`config.mk`:
```
export PLATFORM = sky130hd
export DESIGN_NAME = sequenced_packet_deframer
export DESIGN_NICKNAME = d
export VERILOG_FILES = /design/src/hw/rtl/spd_pkg.sv /design/src/hw/rtl/sequenced_packet_deframer.sv /design/src/hw/rtl/spd_front.sv /design/src/hw/rtl/spd_queue.sv /design/src/hw/rtl/spd_back.sv
export SDC_FILE = /design/constraint.sdc
export NUM_CORES = 1
export LEC_CHECK = 0
export BUFFER_PORTS_ARGS = -buffer_cell sky130_fd_sc_hd__buf_2
export CAP_MARGIN = 20
export CELL_PAD_IN_SITES_DETAIL_PLACEMENT = 1
export CELL_PAD_IN_SITES_GLOBAL_PLACEMENT = 1
export CORE_UTILIZATION = 53
export DETAILED_ROUTE_END_ITERATION = 12
export PLACE_DENSITY_LB_ADDON = 0.1
export SYNTH_ARGS = -nofsm -noshare
export SYNTH_HDL_FRONTEND = slang
export SYNTH_SLANG_ARGS = --single-unit
```
`constraint.sdc`:
```
create_clock -name clk -period 10.5 [get_ports clk]
set_clock_uncertainty 0.05 [all_clocks]
set_input_delay 3.15 -clock clk [delete_from_list [all_inputs] [get_ports clk]]
set_output_delay 3.15 -clock clk [all_outputs]
set_load 0.01 [all_outputs]
```
`src/hw/rtl/spd_pkg.sv`:
```
// Shared types and constants for the sequenced packet deframer.
package spd_pkg;

  // Length value that marks a packet as continuing the message
  localparam logic [23:0] MAX_CHUNK_LENGTH = 24'hFFFFFF;

  // Queue between header parser and result stage
  localparam int QUEUE_DEPTH = 4;
  localparam int QPTR_W      = $clog2(QUEUE_DEPTH);
  localparam int QCNT_W      = $clog2(QUEUE_DEPTH + 1);

  // Parser phase
  typedef enum logic [1:0] {
    PH_HEADER  = 2'd0,
    PH_PAYLOAD = 2'd1,
    PH_DISCARD = 2'd2
  } phase_t;

  // Command passed from the parser to the result stage
  typedef enum logic [2:0] {
    OP_PAYLOAD     = 3'd0,  // plain payload byte
    OP_PAYLOAD_END = 3'd1,  // last payload byte of a message
    OP_HEADER      = 3'd2,  // good header with nonzero length, no result
    OP_EMPTY_END   = 3'd3,  // good header with zero length, ends message
    OP_SEQ_ERR     = 3'd4   // sequence mismatch, restarts message
  } op_t;

  typedef struct packed {
    op_t         op;
    logic [7:0]  data;  // payload byte or header sequence byte
    logic [23:0] len;   // packet length for OP_HEADER
  } cmd_t;

endpackage

```
`src/hw/rtl/sequenced_packet_deframer.sv`:
```
// Top level of the sequenced packet deframer.
//
// Input channel: one link byte per request (stream_byte, in_valid, in_stall).
// Each packet is a 4-byte header (24-bit little-endian length, then a
// sequence byte) followed by that many payload bytes.
// Output channel: one result per request (out_valid, out_stall): payload
// bytes, message end with the saturated message length, or a sequence error.
// Header length bytes, the sequence byte of a good nonempty packet and
// discarded payload give no result. Throughput: one byte per cycle while
// the receiver does not stall. An accepted byte passes first through the
// command queue, then through the result register.
// A 4-entry command queue decouples the parser from the output register;
// when the receiver stalls, the queue fills and in_stall rises once it is
// full. Nothing is lost or repeated across stalls.
// Reset (rst, synchronous) returns the parser to header phase with the
// expected sequence at one, clears totals, queue and output valid.
module sequenced_packet_deframer (
  input  logic        clk,
  input  logic        rst,
  input  logic        in_valid,
  output logic        in_stall,
  input  logic [7:0]  stream_byte,
  output logic        out_valid,
  input  logic        out_stall,
  output logic [7:0]  payload_byte,
  output logic        has_payload,
  output logic        message_end,
  output logic [31:0] message_length,
  output logic        sequence_error,
  output logic [7:0]  received_sequence
);
  import spd_pkg::*;

  logic q_push, q_full, q_pop, q_empty;
  cmd_t push_cmd, head_cmd;

  spd_front u_front (
    .clk         (clk),
    .rst         (rst),
    .in_valid    (in_valid),
    .in_stall    (in_stall),
    .stream_byte (stream_byte),
    .q_full      (q_full),
    .q_push      (q_push),
    .q_cmd       (push_cmd)
  );

  spd_queue u_queue (
    .clk      (clk),
    .rst      (rst),
    .push     (q_push),
    .push_cmd (push_cmd),
    .full     (q_full),
    .pop      (q_pop),
    .empty    (q_empty),
    .head_cmd (head_cmd)
  );

  spd_back u_back (
    .clk               (clk),
    .rst               (rst),
    .q_empty           (q_empty),
    .q_cmd             (head_cmd),
    .q_pop             (q_pop),
    .out_valid         (out_valid),
    .out_stall         (out_stall),
    .payload_byte      (payload_byte),
    .has_payload       (has_payload),
    .message_end       (message_end),
    .message_length    (message_length),
    .sequence_error    (sequence_error),
    .received_sequence (received_sequence)
  );

endmodule

```
`src/hw/rtl/spd_front.sv`:
```
// Header parser: tracks framing and sequence, turns bytes into commands.
module spd_front (
  input  logic          clk,
  input  logic          rst,
  input  logic          in_valid,
  output logic          in_stall,
  input  logic [7:0]    stream_byte,
  input  logic          q_full,
  output logic          q_push,
  output spd_pkg::cmd_t q_cmd
);
  import spd_pkg::*;

  phase_t      phase, phase_next;
  logic [1:0]  header_index, header_index_next;
  logic [23:0] length_accumulator, length_accumulator_next;
  logic [23:0] bytes_remaining, bytes_remaining_next;
  logic [7:0]  expected_sequence, expected_sequence_next;
  logic        final_packet, final_packet_next;

  logic        accept;
  logic [23:0] rem_dec;
  logic        seq_match;

  assign in_stall  = q_full;
  assign accept    = in_valid && !q_full;
  assign rem_dec   = bytes_remaining - 24'd1;
  assign seq_match = (stream_byte == expected_sequence);

  // Phase transitions
  always_comb begin
    phase_next = phase;
    if (accept) begin
      unique case (phase)
        PH_PAYLOAD, PH_DISCARD: begin
          if (rem_dec == 24'd0) phase_next = PH_HEADER;
        end
        default: begin
          phase_next = PH_HEADER;
          if (header_index == 2'd3) begin
            if (length_accumulator != 24'd0) begin
              phase_next = seq_match ? PH_PAYLOAD : PH_DISCARD;
            end
          end
        end
      endcase
    end
  end

  // Counters, header assembly and command generation
  always_comb begin
    header_index_next       = header_index;
    length_accumulator_next = length_accumulator;
    bytes_remaining_next    = bytes_remaining;
    expected_sequence_next  = expected_sequence;
    final_packet_next       = final_packet;
    q_push                  = 1'b0;
    q_cmd.op                = OP_PAYLOAD;
    q_cmd.data              = stream_byte;
    q_cmd.len               = length_accumulator;
    if (accept) begin
      unique case (phase)
        PH_PAYLOAD: begin
          bytes_remaining_next = rem_dec;
          q_push               = 1'b1;
          if (rem_dec == 24'd0 && final_packet) begin
            // last byte of the final packet starts a new message
            q_cmd.op               = OP_PAYLOAD_END;
            expected_sequence_next = 8'd1;
          end
        end
        PH_DISCARD: begin
          bytes_remaining_next = rem_dec;
        end
        default: begin
          if (header_index != 2'd3) begin
            // little-endian length bytes
            case (header_index)
              2'd0:    length_accumulator_next[7:0]   = stream_byte;
              2'd1:    length_accumulator_next[15:8]  = stream_byte;
              default: length_accumulator_next[23:16] = stream_byte;
            endcase
            header_index_next = header_index + 2'd1;
          end else begin
            header_index_next       = 2'd0;
            length_accumulator_next = 24'd0;
            q_push                  = 1'b1;
            if (!seq_match) begin
              q_cmd.op               = OP_SEQ_ERR;
              expected_sequence_next = 8'd1;
              final_packet_next      = 1'b0;
              bytes_remaining_next   = length_accumulator;
            end else begin
              expected_sequence_next = expected_sequence + 8'd1;
              if (length_accumulator == 24'd0) begin
                // empty packet ends the message at once
                q_cmd.op               = OP_EMPTY_END;
                final_packet_next      = 1'b0;
                expected_sequence_next = 8'd1;
              end else begin
                q_cmd.op             = OP_HEADER;
                final_packet_next    = (length_accumulator != MAX_CHUNK_LENGTH);
                bytes_remaining_next = length_accumulator;
              end
            end
          end
        end
      endcase
    end
  end

  always_ff @(posedge clk) begin
    if (rst) begin
      phase              <= PH_HEADER;
      header_index       <= 2'd0;
      length_accumulator <= 24'd0;
      bytes_remaining    <= 24'd0;
      expected_sequence  <= 8'd1;
      final_packet       <= 1'b0;
    end else begin
      phase              <= phase_next;
      header_index       <= header_index_next;
      length_accumulator <= length_accumulator_next;
      bytes_remaining    <= bytes_remaining_next;
      expected_sequence  <= expected_sequence_next;
      final_packet       <= final_packet_next;
    end
  end

  // A mismatch restarts the sequence at one
  a_err_restart: assert property (@(posedge clk) disable iff (rst)
    (q_push && q_cmd.op == OP_SEQ_ERR) |=> (expected_sequence == 8'd1))
    else $error("sequence not restarted after mismatch");

  // Header assembly only happens in header phase
  a_idx_phase: assert property (@(posedge clk) disable iff (rst)
    (header_index != 2'd0) |-> (phase != PH_PAYLOAD && phase != PH_DISCARD))
    else $error("header index set outside header phase");

endmodule

```
`src/hw/rtl/spd_queue.sv`:
```
// Small command queue between the parser and the result stage.
module spd_queue (
  input  logic          clk,
  input  logic          rst,
  input  logic          push,
  input  spd_pkg::cmd_t push_cmd,
  output logic          full,
  input  logic          pop,
  output logic          empty,
  output spd_pkg::cmd_t head_cmd
);
  import spd_pkg::*;

  cmd_t              mem [QUEUE_DEPTH];
  logic [QPTR_W-1:0] wr_ptr, rd_ptr;
  logic [QCNT_W-1:0] count;
  logic              do_push, do_pop;

  assign full     = (count == QCNT_W'(QUEUE_DEPTH));
  assign empty    = (count == '0);
  assign do_push  = push && !full;
  assign do_pop   = pop && !empty;
  assign head_cmd = mem[rd_ptr];

  // Storage
  always_ff @(posedge clk) begin
    if (do_push) mem[wr_ptr] <= push_cmd;
  end

  // Pointers and fill count
  always_ff @(posedge clk) begin
    if (rst) begin
      wr_ptr <= '0;
      rd_ptr <= '0;
      count  <= '0;
    end else begin
      if (do_push) wr_ptr <= wr_ptr + QPTR_W'(1);
      if (do_pop)  rd_ptr <= rd_ptr + QPTR_W'(1);
      case ({do_push, do_pop})
        2'b10:   count <= count + QCNT_W'(1);
        2'b01:   count <= count - QCNT_W'(1);
        default: count <= count;
      endcase
    end
  end

  // Fill count never exceeds the depth
  a_count_range: assert property (@(posedge clk) disable iff (rst)
    count <= QCNT_W'(QUEUE_DEPTH))
    else $error("queue count out of range");

endmodule

```
`src/hw/rtl/spd_back.sv`:
```
// Result stage: keeps message totals and registers one result for output.
module spd_back (
  input  logic          clk,
  input  logic          rst,
  input  logic          q_empty,
  input  spd_pkg::cmd_t q_cmd,
  output logic          q_pop,
  output logic          out_valid,
  input  logic          out_stall,
  output logic [7:0]    payload_byte,
  output logic          has_payload,
  output logic          message_end,
  output logic [31:0]   message_length,
  output logic          sequence_error,
  output logic [7:0]    received_sequence
);
  import spd_pkg::*;

  logic [31:0] message_total;
  logic [7:0]  last_sequence;
  logic [32:0] sum;
  logic [31:0] sat_total;
  logic        makes_result;

  assign sum          = {1'b0, message_total} + {9'd0, q_cmd.len};
  assign sat_total    = sum[32] ? 32'hFFFF_FFFF : sum[31:0];
  assign makes_result = (q_cmd.op != OP_HEADER);
  assign q_pop        = !q_empty && (!makes_result || !out_valid || !out_stall);

  // Running total and sequence of the latest header
  always_ff @(posedge clk) begin
    if (rst) begin
      message_total <= 32'd0;
      last_sequence <= 8'd0;
    end else if (q_pop) begin
      unique case (q_cmd.op)
        OP_HEADER: begin
          last_sequence <= q_cmd.data;
          message_total <= sat_total;
        end
        OP_EMPTY_END, OP_SEQ_ERR: begin
          last_sequence <= q_cmd.data;
          message_total <= 32'd0;
        end
        OP_PAYLOAD_END: message_total <= 32'd0;
        default:        message_total <= message_total;
      endcase
    end
  end

  // Output register valid
  always_ff @(posedge clk) begin
    if (rst) begin
      out_valid <= 1'b0;
    end else if (q_pop && makes_result) begin
      out_valid <= 1'b1;
    end else if (!out_stall) begin
      out_valid <= 1'b0;
    end
  end

  // Output register payload
  always_ff @(posedge clk) begin
    if (q_pop && makes_result) begin
      payload_byte      <= 8'd0;
      has_payload       <= 1'b0;
      message_end       <= 1'b0;
      message_length    <= 32'd0;
      sequence_error    <= 1'b0;
      received_sequence <= last_sequence;
      unique case (q_cmd.op)
        OP_PAYLOAD: begin
          payload_byte <= q_cmd.data;
          has_payload  <= 1'b1;
        end
        OP_PAYLOAD_END: begin
          payload_byte   <= q_cmd.data;
          has_payload    <= 1'b1;
          message_end    <= 1'b1;
          message_length <= message_total;
        end
        OP_EMPTY_END: begin
          message_end       <= 1'b1;
          message_length    <= message_total;
          received_sequence <= q_cmd.data;
        end
        default: begin
          sequence_error    <= 1'b1;
          received_sequence <= q_cmd.data;
        end
      endcase
    end
  end

  // An error result never carries data or ends a message
  a_err_alone: assert property (@(posedge clk) disable iff (rst)
    (out_valid && sequence_error) |-> (!has_payload && !message_end))
    else $error("error result carries payload or end");

  // Total is cleared after a payload message end or a sequence error leaves the queue
  a_total_clear: assert property (@(posedge clk) disable iff (rst)
    (q_pop && (q_cmd.op == OP_PAYLOAD_END || q_cmd.op == OP_SEQ_ERR))
      |=> (message_total == 32'd0))
    else $error("message total not cleared");

endmodule

```
[Word level (Yosys, flattened, before mapping)]
Memories as Yosys holds them, arrays and structs flattened. A register that Yosys moved wholly into a read port is not among the register bits.
Index checks and enable logic that the tools add are counted.
Operators by class
  add/subtract/negate cells: 8
  equal/unequal tests: 24
  multiplexer cells: 43
  bitwise operators: 3
  reductions and logical operators: 38
Operators by type and width (number)
  two-way mux 24 bit: 5
  two-way mux 8 bit: 8
  one-hot mux 32 bit (2 select lines): 1
  logical NOT 24 bit: 2
  adder 32 x 24 -> 33 bit: 1
  two-way mux 32 bit: 1
  != test 24 bit (second input constant): 1
  nonzero test 24 bit: 1
  subtractor 24 x 1 -> 24 bit (second input constant): 1
  two-way mux 2 bit: 8
  one-hot mux 8 bit (2 select lines): 1
  AND reduction 3 bit: 5
  two-way mux 1 bit: 13
  != test 2 bit (second input constant): 6
  one-hot mux 3 bit (2 select lines): 2
  two-way mux 3 bit: 3
  OR reduction 3 bit: 3
  adder 8 x 1 -> 8 bit (second input constant): 1
  equality test 8 bit: 1
  AND reduction 2 bit: 4
  OR reduction 2 bit: 4
  adder 2 x 1 -> 2 bit (second input constant): 3
  equality test 2 x 1 -> 1 bit (second input constant): 3
  equality test 2 bit (second input constant): 3
  17 further kinds: 35
Word-level totals
  bits in registers: 160
  memory bits (writable): 140
  output and inout port bits: 53
  memories kept: 1
Memory list
  u_queue.mem: words 4, width 35, read ports 1, clocked after memory_dff 1, write ports 1, RTL line spd_queue.sv:14  | cmd_t mem [QUEUE_DEPTH];

[Logic depth before layout (Yosys ltp)]
  word-level depth: 8
  depth in mapped cells: 16
  gate-level depth less buffers: 12

[Cells and area by module]
Synthesis repeated with hierarchy kept, for this count alone.
Second synthesis, totals
  cells, all modules: 1226
  area, all modules: 14328.7 µm²
By module, submodules not included
  spd_queue: instances 1, cells each 237, area each 5587.9 µm²
  spd_back: instances 1, cells each 486, area each 4872.2 µm²
  spd_front: instances 1, cells each 503, area each 3868.7 µm²

[Worst setup path before layout]
Ideal clock, no wire load.
  kind: input to register
  from: input port out_stall
  to: register u_back.has_payload (enable)
  library setup time: 0.462 ns
  data arrival time: 5.437 ns
  required time: 9.988 ns
  slack: 4.551 ns
  stages on the path: 3
  cells stage by stage: nand2_1 nand2_1 nor2_1
Between the ends
  word-level cells in the longest chain between the ends: 4
Ends and longest elaborated chain
  start, declared: RTL line sequenced_packet_deframer.sv:24  | input logic out_stall,
  logical NOT 1 bit: RTL line spd_back.sv:28  | assign q_pop = !q_empty && (!makes_result || !out_valid || !out_stall);
  logical OR 1 bit: RTL line spd_back.sv:28
  logical AND 1 bit: RTL line spd_back.sv:28
  logical AND 1 bit: RTL line spd_back.sv:64  | if (q_pop && makes_result) begin
  end signal, assigned: RTL line spd_back.sv:66  | has_payload <= 1'b0;
  end signal, assigned: RTL line spd_back.sv:74  | has_payload <= 1'b1;
  end signal, assigned: RTL line spd_back.sv:78  | has_payload <= 1'b1;
  end, declared: RTL line spd_back.sv:11  | output logic has_payload,
No other way between the ends.
A chain may end at the register's enable or synchronous reset.

[Final worst setup path]
  from: input port stream_byte[7]
  to: register u_front.expected_sequence[7]
Between the ends
  word-level cells in the longest chain between the ends: 4
Ends and longest elaborated chain
  start, declared: RTL line sequenced_packet_deframer.sv:22  | input logic [7:0] stream_byte,
  equality test 8 bit: RTL line spd_front.sv:28  | assign seq_match = (stream_byte == expected_sequence);
  two-way mux 8 bit: RTL line spd_front.sv:88  | if (!seq_match) begin
  two-way mux 8 bit: RTL line spd_front.sv:76  | if (header_index != 2'd3) begin
  one-hot mux 8 bit (2 select lines): RTL line spd_front.sv:62  | unique case (phase)
  end signal, assigned: RTL line spd_front.sv:125  | expected_sequence <= expected_sequence_next;
  end, declared: RTL line spd_front.sv:18  | logic [7:0] expected_sequence, expected_sequence_next;
No other way between the ends. The select of a mux whose other input is x is not followed.

==> run_results.csv <==
group,metric,value,unit
cts,cts_tree,"yes",
yosys,yosys_warnings,0,
cts,worst_setup_hold_path_clk_slew,60,ps
yosys,ys_ff_latch,302,
yosys,syn_area_per_cell,11.7,um2
routing,wire_per_inst,22.0,um
worst_hold_path,hp-class,"reg2reg",
timing,slew_viol_final,0,
yosys,ys_types,73,
cts,cts.sinks,302,
cts,cts_resized,0,
timing,rsz0062_at_grt,"false",
routing,drt_first_pass_iters,5,
routing,wl,35.4,mm
floorplanning,die_w,165,um
floorplanning,rows,59,
finish,seq_area,0.00796,mm2
timing,finalCriticalPeriod,5120,ps
yosys,yosys-top-cells-area,"edfxtp_1 (41%), dfxtp_1 (16%), mux4_2 (5.6%), ha_1 (3.3%), nand2_1 (2.9%)",
global_routing,grt_overflow,0,
worst_setup_path,crit_path_start_kind,"input port",
pwr,p_total,3.61,mW
finish,drive_above_1_share,0.159,
global_routing,track_usage,0.267,
place,gp_congestion,0.868,
worst_setup_path,arrival,5590,ps
yosys,netlist.top_cell.by_area,"edfxtp_1",
timing,tns,0,ps
timing,finalSetupViolations,0,
floorplanning,coreArea,0.0261,mm2
worst_setup_path,cp.required,10970,ps
cts,ctsRootBufferMaster,"clkbuf_16",
cts,post_cts_buffers,0,
timing,worst_pin_slew,1010,ps
cts,h-tree-depth,1,
finish,syn2layout_area_growth,11.7,%
yosys,yosys.area.top_type_share,0.408,
worst_setup_path,critPathKind,"in2reg",
pwr,power_density,230,mW/mm2
routing,num_vias,9812,
place,place_hpwl,23.5,mm
finish,fill_cells,2699,
pwr,ir_worst_vdd,150,uV
finish,num_antenna_cells,0,
place,io_buffers,64,
finish,multi_input_area,0.00565,mm2
timing,post-route-period-util,0.488,
global_routing,top_usage_layer,"met2",
yosys,seq_area_frac_synth,0.567,
global_routing,grtUsageMet1,0.358,
global_routing,first_global_vias,9930,
cts,clk_latency,580,ps
floorplanning,start_util,0.539,
yosys,syn_area,0.0140,mm2
routing,postRouteAntennaNets,0,
routing,drc_errors,0,
global_routing,grt_start_max_net_pins,75,
global_routing,use_met3,0.0321,
global_routing,grt_pass1_wl,55.4,mm
yosys,synthArstFlopShare,0,
floorplanning,io-pin-count,65,
cts,cts_buffer_depth,3,
yosys,ys.flop_type,"edfxtp_1",
outcome,outcome,"completed",
cts,numCtsBuffers,31,
worst_setup_path,setup.worst_path.end_class,"register",
floorplanning,die_h,165,um
pwr,power.leakage,5.82,nW
worst_setup_path,critical_path.max_fanout,8,
timing,layout_setup_ws,5380,ps
finish,nets,1300,
yosys,syn-num-nets,1255,
yosys,syn-instance-count,1204,
routing,avgViaCountPerCell,6.10,
global_routing,met2_usage,0.449,
routing,drt_iter0_drc,817,
job,cap_violations,0,
yosys,synth-edff-count,191,
place,placed_area,0.0145,mm2
timing,max_clock_freq,195,MHz
finish,final_area,0.0157,mm2
timing,relSlewSlack,0.321,
timing,finalHoldViolations,0,
floorplanning,dieArea,0.0272,mm2
cts,holdBufCountCts,0,
global_routing,antenna_found_initial,1,
place,pre_cts_ws,4790,ps
==> critical path: stages <==
cell	delay [ps]
buf_2	140
xor2_1	150
nor4_1	490
nand2_1	270
nor3_4	380
nand2_1	110
or3_1	450
or3_1	340
o21ai_1	110
==> cells in the mapped netlist, types with 11 or more instances <==
cell,count
a21o_1,11
a21oi_1,61
a22oi_1,36
a31oi_1,14
and2_1,49
clkbuf_1,40
dfxtp_1,111
edfxtp_1,191
ha_1,37
inv_1,26
mux2i_1,13
mux4_2,35
nand2_1,110
nand3_1,18
nand4_1,18
nor2_1,105
nor3_1,19
nor3b_1,14
nor4_1,19
o21ai_0,72
o31ai_1,14
xor2_1,26
==> state kept, by name, summed over array words and instances, names as in the netlist, 3 cells and up, named ones only <==
register and count:
u_back.last_sequence 8, u_back.message_length 32, u_back.message_total 32, u_back.payload_byte 8, u_back.received_sequence 8, u_front.bytes_remaining 24
u_front.expected_sequence 8, u_front.length_accumulator 24, u_queue.count 3, u_queue.mem 140
==> stage by stage <==
step,utilization,hold slack [ps],instances
after floorplan,-,381,1204
after global placement,0.558,397,1550
after detailed placement,0.558,411,1550
after CTS,0.601,419,1608
after global routing,0.602,432,1609
final,0.602,414,1609
==> per-layer routing <==
metal / vias up / routed length [um] / share of wire
li1: 4596 / - / -
met1: 4891 / 15500 / 0.44
met2: 258 / 17200 / 0.49
met3: 65 / 1650 / 0.047
met4: 2 / 1030 / 0.029
met5: - / 17 / 0.00048
==> kinds of logic after synthesis <==
family | synth area share
adder cells (fa/ha/maj) | 0.0358
AND/OR/NAND/NOR | 0.151
buffers and inverters | 0.0331
multiplexers | 0.0726
flip-flops | 0.567
AO/OA/AOI/OAI | 0.118
XOR/XNOR | 0.0225
==> final cells by class <==
cell class	instances	area share
clock buffer	38	0.0550
inverter	27	0.00646
clock inverter	20	0.0164
tap	335	0.0267
sequential	302	0.508
multi-input combinational	809	0.360
timing repair buffer	78	0.0276
==> report_power, final <==
| group | internal [mW] | switching (mW) |
|---|---|---|
| combinational | 0.345 | 0.570 |
| clock | 0.710 | 0.478 |
| sequential | 1.43 | 0.0724 |
==> path summary, 6_finish.rpt <==
kind | start | end | slack (ps) | depth (start not counted)
hold reg to reg | u_back.message_total[2] | u_back.message_total[2] | 410 | 2
setup reg to reg | register | u_back.message_total[13] | 5920 | 11
hold / removal | u_back.message_total[2] | u_back.message_total[2] | 410 | 2
setup / recovery | stream_byte[7] | u_front.expected_sequence[7] | 5380 | 9
==> cells in the final DEF, fill, tap and decap left out, drive strengths merged, types with 26 or more instances in the layout <==
master / netlist / layout
a21oi: 61 / 61
a22oi: 36 / 36
and2: 50 / 50
buf: 16 / 78
clkbuf: 49 / 38
dfxtp: 111 / 111
edfxtp: 191 / 191
ha: 37 / 37
inv: 26 / 29
mux4: 35 / 35
nand2: 110 / 110
nor2: 105 / 105
o21ai: 77 / 77
xor2: 26 / 26
Power figures use the tool's default switching activity.
